[src/rtl/dltq_pkg.sv]
package dltq_pkg;

    localparam int DEPTH_DEF = 16;
    localparam logic [31:0] IDLE_WAIT_RST = 32'd1000;

    localparam logic REQ_ADVANCE = 1'b0;
    localparam logic REQ_ADD = 1'b1;

    localparam logic KIND_RELEASE = 1'b0;
    localparam logic KIND_SUMMARY = 1'b1;

    typedef struct packed {
        logic        req_type;
        logic [31:0] elapsed_ms;
        logic [7:0]  sleeper_id;
        logic [31:0] delay_ms;
    } t_in;

    typedef struct packed {
        logic        kind;
        logic [7:0]  released_id;
        logic [31:0] next_wait;
        logic        full_error;
        logic        last;
    } t_out;

endpackage

[src/rtl/delta_list_timer_queue.sv]
// Channel     Direction  Handshake              Payload
// request     in         i_valid / o_ready      i_data  (dltq_pkg::t_in)
// result      out        o_valid / i_ready      o_data  (dltq_pkg::t_out)
// config      in         i_cfg_we               i_cfg_data (idle_wait)
//
// An item releases R entries, writes back the reduced head delta (B, 0 or 1), walks
// W nodes to find the insert point and makes L (0 to 2) link writes. R + W never
// exceeds DEPTH, and the node memory serves one read a cycle. Reset is synchronous,
// active low; the memories need no clearing pass. A result beat that is not taken
// stalls the release and summary steps until i_ready is high.
module delta_list_timer_queue #(
    parameter int DEPTH = dltq_pkg::DEPTH_DEF
) (
    input  logic           i_clk,
    input  logic           i_rst_n,
    input  logic           i_valid,
    output logic           o_ready,
    input  dltq_pkg::t_in  i_data,
    output logic           o_valid,
    input  logic           i_ready,
    output dltq_pkg::t_out o_data,
    input  logic           i_cfg_we,
    input  logic [31:0]    i_cfg_data
);

    // Index width of a list node, and width of counters that can hold DEPTH.
    localparam int IW = $clog2(DEPTH);
    localparam int CW = $clog2(DEPTH + 1);
    // A node holds its delta, its sleeper id and the index of the next node.
    localparam int NW = 32 + 8 + IW;
    localparam logic [CW-1:0] DEPTH_C = CW'(DEPTH);
    localparam logic [CW-1:0] ONE_C = CW'(1);

    typedef enum logic [7:0] {
        S_IDLE  = 8'b0000_0001,
        S_REL   = 8'b0000_0010,
        S_INS   = 8'b0000_0100,
        S_WALK  = 8'b0000_1000,
        S_LINK  = 8'b0001_0000,
        S_LINK2 = 8'b0010_0000,
        S_SUM   = 8'b0100_0000,
        S_SUM2  = 8'b1000_0000
    } t_state;

    t_state r_state, n_state;

    // The queue is a singly linked list kept in the node memory. Nodes that
    // were released go onto a free stack in a second memory; nodes never used
    // yet are handed out by an allocation count, so nothing needs clearing.
    logic [CW-1:0] r_count, n_count;
    logic [IW-1:0] r_head, n_head;
    logic [CW-1:0] r_alloc, n_alloc;
    logic [CW-1:0] r_sp, n_sp;

    // The item under work.
    logic          r_req, n_req;
    logic [31:0]   r_elapsed, n_elapsed;
    logic [7:0]    r_sid, n_sid;
    logic [31:0]   r_delay, n_delay;
    logic          r_err, n_err;

    // Walk state for the insertion.
    logic [IW-1:0] r_cur, n_cur;
    logic [CW-1:0] r_left, n_left;
    logic          r_has_prev, n_has_prev;
    logic [NW-1:0] r_pnode, n_pnode;
    logic [IW-1:0] r_pidx, n_pidx;
    logic [IW-1:0] r_nxt, n_nxt;
    logic          r_pop, n_pop;
    logic [IW-1:0] r_idx, n_idx;

    logic [31:0]   r_idle;

    logic           r_ov, n_ov;
    dltq_pkg::t_out r_out, n_out;

    // Memory ports.
    logic          nd_we, nd_re;
    logic [IW-1:0] nd_waddr, nd_raddr;
    logic [NW-1:0] nd_wdata, nd_rdata;
    logic          fs_we, fs_re;
    logic [IW-1:0] fs_waddr, fs_raddr;
    logic [IW-1:0] fs_wdata, fs_rdata;

    logic [31:0]   rd_delta;
    logic [7:0]    rd_id;
    logic [IW-1:0] rd_next;
    logic          out_free;
    logic [IW-1:0] new_idx;

    dltq_ram #(.W(NW), .D(DEPTH)) u_nodes (
        .i_clk   (i_clk),
        .i_we    (nd_we),
        .i_waddr (nd_waddr),
        .i_wdata (nd_wdata),
        .i_re    (nd_re),
        .i_raddr (nd_raddr),
        .o_rdata (nd_rdata)
    );

    dltq_ram #(.W(IW), .D(DEPTH)) u_free (
        .i_clk   (i_clk),
        .i_we    (fs_we),
        .i_waddr (fs_waddr),
        .i_wdata (fs_wdata),
        .i_re    (fs_re),
        .i_raddr (fs_raddr),
        .o_rdata (fs_rdata)
    );

    assign rd_delta = nd_rdata[NW-1 -: 32];
    assign rd_id    = nd_rdata[IW +: 8];
    assign rd_next  = nd_rdata[IW-1:0];

    // The output register may be refilled in the cycle its beat is taken.
    assign out_free = !r_ov || i_ready;
    assign new_idx  = r_pop ? fs_rdata : r_alloc[IW-1:0];

    assign o_ready = (r_state == S_IDLE);
    assign o_valid = r_ov;
    assign o_data  = r_out;

    always_comb begin
        n_state    = r_state;
        n_count    = r_count;
        n_head     = r_head;
        n_alloc    = r_alloc;
        n_sp       = r_sp;
        n_req      = r_req;
        n_elapsed  = r_elapsed;
        n_sid      = r_sid;
        n_delay    = r_delay;
        n_err      = r_err;
        n_cur      = r_cur;
        n_left     = r_left;
        n_has_prev = r_has_prev;
        n_pnode    = r_pnode;
        n_pidx     = r_pidx;
        n_nxt      = r_nxt;
        n_pop      = r_pop;
        n_idx      = r_idx;
        n_ov       = r_ov;
        n_out      = r_out;
        nd_we      = 1'b0;
        nd_waddr   = r_head;
        nd_wdata   = nd_rdata;
        nd_re      = 1'b0;
        nd_raddr   = r_head;
        fs_we      = 1'b0;
        fs_waddr   = r_sp[IW-1:0];
        fs_wdata   = r_head;
        fs_re      = 1'b0;
        fs_raddr   = IW'(r_sp - ONE_C);

        if (r_ov && i_ready) begin
            n_ov = 1'b0;
        end

        unique case (r_state)
            S_IDLE: begin
                if (i_valid) begin
                    n_req     = i_data.req_type;
                    n_elapsed = i_data.elapsed_ms;
                    n_sid     = i_data.sleeper_id;
                    n_delay   = i_data.delay_ms;
                    n_err     = 1'b0;
                    if (r_count != '0) begin
                        nd_re   = 1'b1;
                        n_state = S_REL;
                    end else begin
                        n_state = S_INS;
                    end
                end
            end
            S_REL: begin
                if (r_elapsed >= rd_delta) begin
                    if (out_free) begin
                        n_ov              = 1'b1;
                        n_out.kind        = dltq_pkg::KIND_RELEASE;
                        n_out.released_id = rd_id;
                        n_out.next_wait   = '0;
                        n_out.full_error  = 1'b0;
                        n_out.last        = 1'b0;
                        n_elapsed         = r_elapsed - rd_delta;
                        fs_we             = 1'b1;
                        n_sp              = r_sp + ONE_C;
                        n_head            = rd_next;
                        n_count           = r_count - ONE_C;
                        if (r_count > ONE_C) begin
                            nd_re    = 1'b1;
                            nd_raddr = rd_next;
                        end else begin
                            n_state = S_INS;
                        end
                    end
                end else begin
                    nd_we    = 1'b1;
                    nd_wdata = {rd_delta - r_elapsed, rd_id, rd_next};
                    n_state  = S_INS;
                end
            end
            S_INS: begin
                if (r_req != dltq_pkg::REQ_ADD) begin
                    n_state = S_SUM;
                end else if (r_count == DEPTH_C) begin
                    n_err   = 1'b1;
                    n_state = S_SUM;
                end else begin
                    n_pop      = (r_sp != '0);
                    fs_re      = (r_sp != '0);
                    n_has_prev = 1'b0;
                    n_cur      = r_head;
                    n_left     = r_count;
                    n_nxt      = '0;
                    if (r_count != '0) begin
                        nd_re   = 1'b1;
                        n_state = S_WALK;
                    end else begin
                        n_state = S_LINK;
                    end
                end
            end
            S_WALK: begin
                if (r_delay > rd_delta) begin
                    n_delay    = r_delay - rd_delta;
                    n_has_prev = 1'b1;
                    n_pnode    = nd_rdata;
                    n_pidx     = r_cur;
                    n_cur      = rd_next;
                    n_left     = r_left - ONE_C;
                    if (r_left > ONE_C) begin
                        nd_re    = 1'b1;
                        nd_raddr = rd_next;
                    end else begin
                        n_nxt   = '0;
                        n_state = S_LINK;
                    end
                end else begin
                    // The new sleeper goes ahead of this node.
                    nd_we    = 1'b1;
                    nd_waddr = r_cur;
                    nd_wdata = {rd_delta - r_delay, rd_id, rd_next};
                    n_nxt    = r_cur;
                    n_state  = S_LINK;
                end
            end
            S_LINK: begin
                nd_we    = 1'b1;
                nd_waddr = new_idx;
                nd_wdata = {r_delay, r_sid, r_nxt};
                n_idx    = new_idx;
                n_count  = r_count + ONE_C;
                if (r_pop) begin
                    n_sp = r_sp - ONE_C;
                end else begin
                    n_alloc = r_alloc + ONE_C;
                end
                if (r_has_prev) begin
                    n_state = S_LINK2;
                end else begin
                    n_head  = new_idx;
                    n_state = S_SUM;
                end
            end
            S_LINK2: begin
                nd_we    = 1'b1;
                nd_waddr = r_pidx;
                nd_wdata = {r_pnode[NW-1:IW], r_idx};
                n_state  = S_SUM;
            end
            S_SUM: begin
                if (r_count != '0) begin
                    nd_re   = 1'b1;
                    n_state = S_SUM2;
                end else if (out_free) begin
                    n_ov              = 1'b1;
                    n_out.kind        = dltq_pkg::KIND_SUMMARY;
                    n_out.released_id = '0;
                    n_out.next_wait   = r_idle;
                    n_out.full_error  = r_err;
                    n_out.last        = 1'b1;
                    n_state           = S_IDLE;
                end
            end
            S_SUM2: begin
                if (out_free) begin
                    n_ov              = 1'b1;
                    n_out.kind        = dltq_pkg::KIND_SUMMARY;
                    n_out.released_id = '0;
                    n_out.next_wait   = rd_delta;
                    n_out.full_error  = r_err;
                    n_out.last        = 1'b1;
                    n_state           = S_IDLE;
                end
            end
            default: begin
                n_state = S_IDLE;
            end
        endcase
    end

    always_ff @(posedge i_clk) begin
        if (!i_rst_n) begin
            r_state <= S_IDLE;
            r_count <= '0;
            r_alloc <= '0;
            r_sp    <= '0;
            r_ov    <= 1'b0;
            r_idle  <= dltq_pkg::IDLE_WAIT_RST;
        end else begin
            r_state <= n_state;
            r_count <= n_count;
            r_alloc <= n_alloc;
            r_sp    <= n_sp;
            r_ov    <= n_ov;
            if (i_cfg_we) begin
                r_idle <= i_cfg_data;
            end
        end
    end

    always_ff @(posedge i_clk) begin
        r_head     <= n_head;
        r_req      <= n_req;
        r_elapsed  <= n_elapsed;
        r_sid      <= n_sid;
        r_delay    <= n_delay;
        r_err      <= n_err;
        r_cur      <= n_cur;
        r_left     <= n_left;
        r_has_prev <= n_has_prev;
        r_pnode    <= n_pnode;
        r_pidx     <= n_pidx;
        r_nxt      <= n_nxt;
        r_pop      <= n_pop;
        r_idx      <= n_idx;
        r_out      <= n_out;
    end

`ifndef NO_ASSERTIONS
    // The queue never holds more sleepers than it has nodes.
    a_count_max: assert property (@(posedge i_clk) disable iff (!i_rst_n)
        r_count <= DEPTH_C)
        else $error("queue count above depth");

    // Between items every allocated node is either queued or on the free stack.
    a_node_conserve: assert property (@(posedge i_clk) disable iff (!i_rst_n)
        (r_state == S_IDLE) |-> (CW'(r_sp + r_count) == r_alloc))
        else $error("node accounting lost a node");

    // Only a summary beat closes an item.
    a_last_summary: assert property (@(posedge i_clk) disable iff (!i_rst_n)
        (r_ov && r_out.last) |-> (r_out.kind == dltq_pkg::KIND_SUMMARY))
        else $error("last flag on a release beat");
`endif

endmodule

[src/rtl/dltq_ram.sv]
module dltq_ram #(
    parameter int W = 8,
    parameter int D = 16
) (
    input  logic                 i_clk,
    input  logic                 i_we,
    input  logic [$clog2(D)-1:0] i_waddr,
    input  logic [W-1:0]         i_wdata,
    input  logic                 i_re,
    input  logic [$clog2(D)-1:0] i_raddr,
    output logic [W-1:0]         o_rdata
);

    logic [W-1:0] r_mem [D];
    logic [W-1:0] r_rdata;

    // Read data holds while no read is issued.
    always_ff @(posedge i_clk) begin
        if (i_we) begin
            r_mem[i_waddr] <= i_wdata;
        end
        if (i_re) begin
            r_rdata <= r_mem[i_raddr];
        end
    end

    assign o_rdata = r_rdata;

endmodule

[config.mk]
export PLATFORM = sky130hd
export DESIGN_NAME = delta_list_timer_queue
export DESIGN_NICKNAME = d
export VERILOG_FILES = /design/src/rtl/dltq_pkg.sv /design/src/rtl/delta_list_timer_queue.sv /design/src/rtl/dltq_ram.sv
export SDC_FILE = /design/constraint.sdc
export NUM_CORES = 2
export LEC_CHECK = 0
export CAP_MARGIN = 25
export CORE_MARGIN = 2
export CORE_UTILIZATION = 28
export DETAILED_ROUTE_END_ITERATION = 6
export DONT_BUFFER_PORTS = 1
export PLACE_DENSITY_LB_ADDON = 0.15
export RECOVER_POWER = 50
export SKIP_CTS_REPAIR_TIMING = 1
export SYNTH_ARGS = -nofsm -noshare
export SYNTH_HDL_FRONTEND = slang
export SYNTH_SLANG_ARGS = --single-unit
[constraint.sdc]
create_clock -name i_clk -period 14.4 [get_ports i_clk]
set_input_delay 0.72 -clock i_clk [delete_from_list [all_inputs] [get_ports i_clk]]
set_output_delay 0.72 -clock i_clk [all_outputs]
set_load 0.05 [all_outputs]
# Word level (Yosys, flattened, before mapping)
# Memory sizes are Yosys's and may differ from the RTL's. A register that Yosys moved wholly into a read port is not among the register bits.
# Index checks and enable logic that the tools add are counted.
[word_totals]
reg_bits = 244
inputBits = 110
ramBits = 768
output_inout_bits = 45
memories = 2
wordCells = 192
[classes]
n_addsub = 10
n_bitwise = 2
n_lt_le_gt_ge = 4
n_reduce_logical = 26
muxes = 99
eq_ne = 24
[mem_list]
columns = ["memory", "words", "width", "rd", "rd_ports_with_merged_regs", "write_ports", "line_no", "rtl"]
rows = [
  ["u_nodes.r_mem", 16, 44, 1, 1, 1, "dltq_ram.sv:14", "logic [W-1:0] r_mem [D];"],
  ["u_free.r_mem", 16, 4, 1, 1, 1, "dltq_ram.sv:14", ""],
]
[ops]
columns = ["operator", "count"]
rows = [
  ["43-bit 2-to-1 mux", 5],
  ["44-bit case mux with 4 select lines", 1],
  ["32-bit 2-to-1 mux", 5],
  ["43-bit case mux with 3 select lines", 1],
  ["32-bit case mux with 2 select lines", 2],
  ["32-bit subtractor", 4],
  ["44-bit 2-to-1 mux", 2],
  ["4-bit 2-to-1 mux", 17],
  ["8-bit 2-to-1 mux", 8],
  ["8-bit case mux with 8 select lines", 1],
  ["5-bit 2-to-1 mux", 9],
  ["32-bit >= comparator", 1],
  ["32-bit > comparator", 1],
  ["4-bit case mux with 2 select lines", 4],
  ["1-bit 2-to-1 mux", 31],
  ["5-bit case mux with 2 select lines", 3],
  ["4-bit AND reduction", 7],
  ["2-bit != test, second input constant", 12],
  ["7-bit 2-to-1 mux", 3],
  ["5-bit by 1-bit adder with 5-bit output, second input constant", 3],
  ["5-bit by 1-bit subtractor with 5-bit output, second input constant", 3],
  ["4-bit case mux with 3 select lines", 1],
  ["5-bit by 1-bit > comparator with 1-bit output, second input constant", 2],
  ["2-bit nonzero test", 5],
  ["other kinds (24)", 34],
]

# Depth between registers and ports, before layout
[logic_depth]
word_depth = 7
depth_mapped = 18
ltp_nobuf = 15

# Modules after synthesis
# Synthesis repeated with hierarchy kept, for this count alone.
[hier_totals]
hier_cells = 3235
area_unflattened_um2 = 48407.7
[modules_own_cells]
columns = ["module", "seq_area_each_um2", "n_inst", "area_each_um2", "cells_per_inst"]
rows = [
  ["dltq_ram (u_nodes)", 22461.5, 1, 27706.6, 1142],
  ["delta_list_timer_queue", 6596.3, 1, 17994.8, 1963],
  ["dltq_ram (u_free)", 2042.0, 1, 2706.3, 130],
]

# Worst setup path after synthesis
# OpenSTA, ideal clock, no wires.
[synth_timing]
kind = "register -> register"
startpoint = "reg u_nodes.r_rdata[34] (netlist: u_nodes.o_rdata[34]) (read register of u_nodes.r_mem)"
endpoint = "reg r_out (netlist bit o_data[10]) (enable)"
setup_time_ns = 0.668
slack_ns = 5.078
stages_incl_launch_ff = 8
t_arrival_ns = 8.654
synth_period_minus_slack_ns = 9.322
path_buffers = 1
required_time_ns = 13.732
path_cell_list = "edfxtp_1 ha_1 buf_4 nand2_2 or3_1 or4b_1 o211a_1 a2111oi_0"
[synth_between]
elab_chain_len = 3
[synth_rtl]
columns = ["item", "line_no", "rtl"]
rows = [
  ["from (decl)", "dltq_ram.sv:15", "logic [W-1:0] r_rdata;"],
  ["32-bit >= comparator", "delta_list_timer_queue.sv:176", "if (r_elapsed >= rd_delta) begin"],
  ["2-bit != test (no source line)", "--", ""],
  ["6-bit AND reduction (no source line)", "--", ""],
  ["to (signal assigned)", "delta_list_timer_queue.sv:337", "r_out <= n_out;"],
  ["to (decl)", "delta_list_timer_queue.sv:75", "dltq_pkg::t_out r_out, n_out;"],
]
# No other way between the ends.
# A chain may end at the register's enable or synchronous reset.

# Worst setup path in the final report
[layout_timing]
startpoint = "reg r_state[0]"
endpoint = "mem u_nodes.r_mem[2][28] in the netlist's numbering (enable)"
[layout_between]
elab_chain_len = 5
elab_cells_between_ends = 9
classes_between = "eq/ne (4); mux (4); reduce/logical (1)"
[layout_rtl]
columns = ["item", "line_no", "rtl"]
rows = [
  ["from (decl)", "delta_list_timer_queue.sv:45", "t_state r_state, n_state;"],
  ["from (signal assigned)", "delta_list_timer_queue.sv:311", "r_state <= n_state;"],
  ["8-bit by 5-bit equality test with 1-bit output / 8-bit by 6-bit equality test with 1-bit output (equally long branches)", "delta_list_timer_queue.sv:159", "unique case (r_state)"],
  ["2-bit OR reduction (no source line)", "--", ""],
  ["1-bit case mux with 3 select lines", "delta_list_timer_queue.sv:159", ""],
  ["1-bit 2-to-1 mux", "dltq_ram.sv:19", "if (i_we) begin"],
  ["1-bit 2-to-1 mux (not written as such)", "dltq_ram.sv:20", "r_mem[i_waddr] <= i_wdata;"],
  ["to (decl)", "dltq_ram.sv:14", ""],
]
# Parallel ways exist; a longest one is shown, timed or not.

==> results.cfg <==
[run_status]
run_status = complete, but fails checks
violations = DRC, capacitance limit, slew limit

[power_and_ir_drop]
cell_area_power_density_nw_per_um2 = 136
irDropWorstVdd_mv = 0.0974
power_leakage_uw = 0.0188

[yosys]
postSynthNetCount = 3714
ys_seq_area_share_pct = 64.9
post-synth-top-count-cell = sky130_fd_sc_hd__edfxtp_1
ffs_latches_synth = 1054
ys_async_sr_fraction_pct = 0
post_synth_num_cell_types = 78
mean_area_per_synthesized_cell_sq_um = 13.8
synth_top_area_share_pct = 62.6
synthTopCellsByArea = sky130_fd_sc_hd__edfxtp_1 (63%), sky130_fd_sc_hd__mux2i_1 (8.0%), sky130_fd_sc_hd__ha_1 (3.6%)
synth.largest_area_cell = sky130_fd_sc_hd__edfxtp_1
syn-cell-area_sq_um = 47900
yosysWarningCount = 0
synthFlopType = sky130_fd_sc_hd__edfxtp_1
yosys-top-cells-count = sky130_fd_sc_hd__edfxtp_1 (999), sky130_fd_sc_hd__mux2i_1 (384), sky130_fd_sc_hd__nand2_1 (228)
postSynthCellCount = 3463
number_of_enable_flip_flop_cells_after_synthesis = 999

[min_path]
hold_path.startpoint = i_rst_n
hold_path_class = in -> reg
worst_hold_path.num_cells = 1

[setup_path]
cpPeakStageDelay_ns = 2.33
ff_to_ff_start = r_state[0]
total_number_of_cells_along_the_worst_setup_path = 12
critPathSlowestCell = sky130_fd_sc_hd__clkbuf_1
worst-r2r-cell-count = 12
crit_path_start = r_state[0]
crit_type = reg -> reg
critPathMostFrequentCell = sky130_fd_sc_hd__clkbuf_1
startpoint_type = flip-flop
critical_path_peak_fanout = 55
path_cells = nor4_1, and2_0, nand3b_1, clkbuf_1, clkbuf_1, nor3_1, clkbuf_1, and2_0, a211o_1, or3_1, nor2_4, buf_4
timing.critical_path.buf_inv = 4
cp.required_ns = 14.77
endpoint_kind = flip-flop
worst_path_dominant_cell_family = buffers and inverters
critical_path_arrival_ns = 9.61

[route]
postRouteWirelength_um = 157000
antenna_left = 0
firstDrtPassIters = 7
drtIter0Drc = 2522
via_count = 29200
vias_per_cell = 5.07
avgRoutedWirePerCell_um = 27.2
drc_errors = 4

[clock_network]
clock_sink_count = 1054
ctsHtreeMaxLevel = 3
cts_inserted_buffers = 111
cts_root_buffer = sky130_fd_sc_hd__clkbuf_16
clkLatencyLatePin_ns = 0.76
clock_edge_transition_at_the_registers_on_the_reported_setup_and_hold_paths_ns = 0.06
clock_tree.buffer_depth = 3
cts_tree = done

[finish]
finish.net_count = 3711
final_layout_size_suffix_gt1_share_pct = 7.29
post_layout_nonfiller_instances = 5769
num_antenna_cells = 0
flow.area_growth_from_synthesis_pct = 12.5
layout.filler_cells = 16800

[job]
max-cap-violations = 13

[floorplanning]
fp.dieW_um = 418
die-area_sq_um = 175000
io-pin-count = 155
core-area_sq_um = 170000
floorplan.initialDensity_pct = 28.3
dieHeight_um = 418
fp-row-count = 151

[placement]
total_half_perimeter_wirelength_after_legalization_and_detailed_placement_um = 97400
io_buffer_count = 0
dp.cells = 5564
gp_congestion = 0.867

[sta]
rsz0062_at_grt = false
timing.final.crit_period_ns = 9.24
slew_headroom_pct = -113
post-route-period-util_pct = 64.2
setup-violations-final = 0
final_skew_ns = 0.0379
max_freq_ghz = 0.108
drv_slew = 424
worst-slew-pin-transition_ns = 3.20
totalNegativeSetupSlack_ns = 0
hold_violations = 0

[grt]
global_route.usage.total_pct = 17.6
gr-total-overflow = 0
grt_antenna_before_repair = 10
grt_pass1_wl_um = 222000
grt_max_degree = 138
via_count_of_the_first_global_routing_pass = 29000
==> path summary, 6_finish.rpt <==
| kind | slack (ns) | end |
|---|---|---|
| worst max register to register | 5.16 | u_nodes.r_mem[2][28] |
| worst min-delay path | 0.03 | r_idle[9] |
| worst min register to register | 0.45 | r_pidx[0] |
| worst max-delay path | 5.16 | u_nodes.r_mem[2][28] |
==> metal layers <==
metal / track usage (%) / vias up / wire length, um
met5: 0 / - / 13
met4: 3.78 / 2 / 2420
met3: 2.25 / 153 / 7030
met2: 28.6 / 777 / 73200
met1: 25.2 / 15000 / 74500
li1: - / 13300 / -
==> layout make-up <==
class                      count  area (sq um)  share of cell area (%)
clock inverter                59           534                   0.990
timing repair buffer          76           462                   0.856
tap                         2218          2780                    5.14
inverter                     142           534                   0.990
multi-input combinational   2075         15600                    28.9
sequential                  1054         31100                    57.6
clock buffer                 145          2970                    5.50
==> cells in the final DEF (no fill, tap or decap), types with 24 or more instances in the layout <==
| master | Yosys | final |
|---|---|---|
| sky130_fd_sc_hd__dfxtp_1 | 55 | 55 |
| sky130_fd_sc_hd__o22ai_1 | 181 | 181 |
| sky130_fd_sc_hd__nor2b_1 | 47 | 43 |
| sky130_fd_sc_hd__nand3_1 | 31 | 31 |
| sky130_fd_sc_hd__xnor2_1 | 75 | 75 |
| sky130_fd_sc_hd__a222oi_1 | 24 | 24 |
| sky130_fd_sc_hd__a21o_1 | 70 | 70 |
| sky130_fd_sc_hd__o21ai_0 | 143 | 144 |
| sky130_fd_sc_hd__buf_4 | 10 | 41 |
| sky130_fd_sc_hd__a22o_1 | 32 | 32 |
| sky130_fd_sc_hd__clkbuf_16 | 0 | 113 |
| sky130_fd_sc_hd__ha_1 | 137 | 137 |
| sky130_fd_sc_hd__xor2_1 | 54 | 54 |
| sky130_fd_sc_hd__or4_1 | 46 | 46 |
| sky130_fd_sc_hd__o21bai_1 | 24 | 24 |
| sky130_fd_sc_hd__a21oi_1 | 138 | 138 |
| sky130_fd_sc_hd__edfxtp_1 | 999 | 999 |
| sky130_fd_sc_hd__clkbuf_1 | 96 | 63 |
| sky130_fd_sc_hd__mux2i_1 | 384 | 384 |
| sky130_fd_sc_hd__inv_1 | 141 | 140 |
| sky130_fd_sc_hd__nand2_1 | 228 | 228 |
| sky130_fd_sc_hd__nand2b_1 | 24 | 24 |
| sky130_fd_sc_hd__nor2_1 | 112 | 100 |
| sky130_fd_sc_hd__nand4_1 | 29 | 29 |
==> kinds of logic after synthesis <==
kind of cell    share of synthesized area [%]
fa+ha+maj                                3.74
xor+xnor                                 2.36
buf+inv                                  3.00
flops                                    64.9
mux                                      9.10
compound gates                           10.3
simple gates                             6.61
==> power by group <==
| group | internal [uW] | total [uW] | switching, uW | leakage, uW |
|---|---|---|---|---|
| combinational | 367 | 1020 | 657 | 0.00770 |
| sequential | 3410 | 3470 | 57.5 | 0.00940 |
| clock | 1590 | 2820 | 1230 | 0.00171 |
==> per-stage QoR <==
step / hold slack (ns) / cell area [sq um] / util (%) / worst slack, ns / power [uW]
global placement: 0.423 / 50600 / 29.8 / 7.31 / 4560
floorplan: 0.417 / 47900 / - / 5.08 / 4250
global route: 0.000580 / 53900 / 31.8 / 4.79 / 7590
CTS: -0.0301 / 54100 / 31.9 / 7.21 / 7390
detailed placement: 0.432 / 50600 / 29.8 / 7.22 / 4550
finish: 0.0296 / 53900 / 31.8 / 5.16 / 7310
==> registers in the layout, summed over array words and instances, names as in the netlist, 5 cells and up <==
signal / cells
u_nodes.r_mem: 704
u_free.r_mem: 64
u_nodes.o_rdata: 44
o_data: 42
r_pnode: 40
r_delay: 32
r_elapsed: 32
r_idle: 32
r_sid: 8
r_state: 8
r_count: 5
r_left: 5
r_sp: 5
==> worst register-to-register path, stage by stage (launching register included) <==
cell                       delay (ns)
sky130_fd_sc_hd__dfxtp_1         0.42
sky130_fd_sc_hd__nor4_1          0.13
sky130_fd_sc_hd__and2_0          0.20
sky130_fd_sc_hd__nand3b_1        0.08
sky130_fd_sc_hd__clkbuf_1        1.20
sky130_fd_sc_hd__clkbuf_1        2.33
sky130_fd_sc_hd__nor3_1          0.89
sky130_fd_sc_hd__clkbuf_1        0.72
sky130_fd_sc_hd__and2_0          0.41
sky130_fd_sc_hd__a211o_1         0.31
sky130_fd_sc_hd__or3_1           0.53
sky130_fd_sc_hd__nor2_4          0.84
sky130_fd_sc_hd__buf_4           0.70
Note: power is estimated with default switching activity, not from simulation.
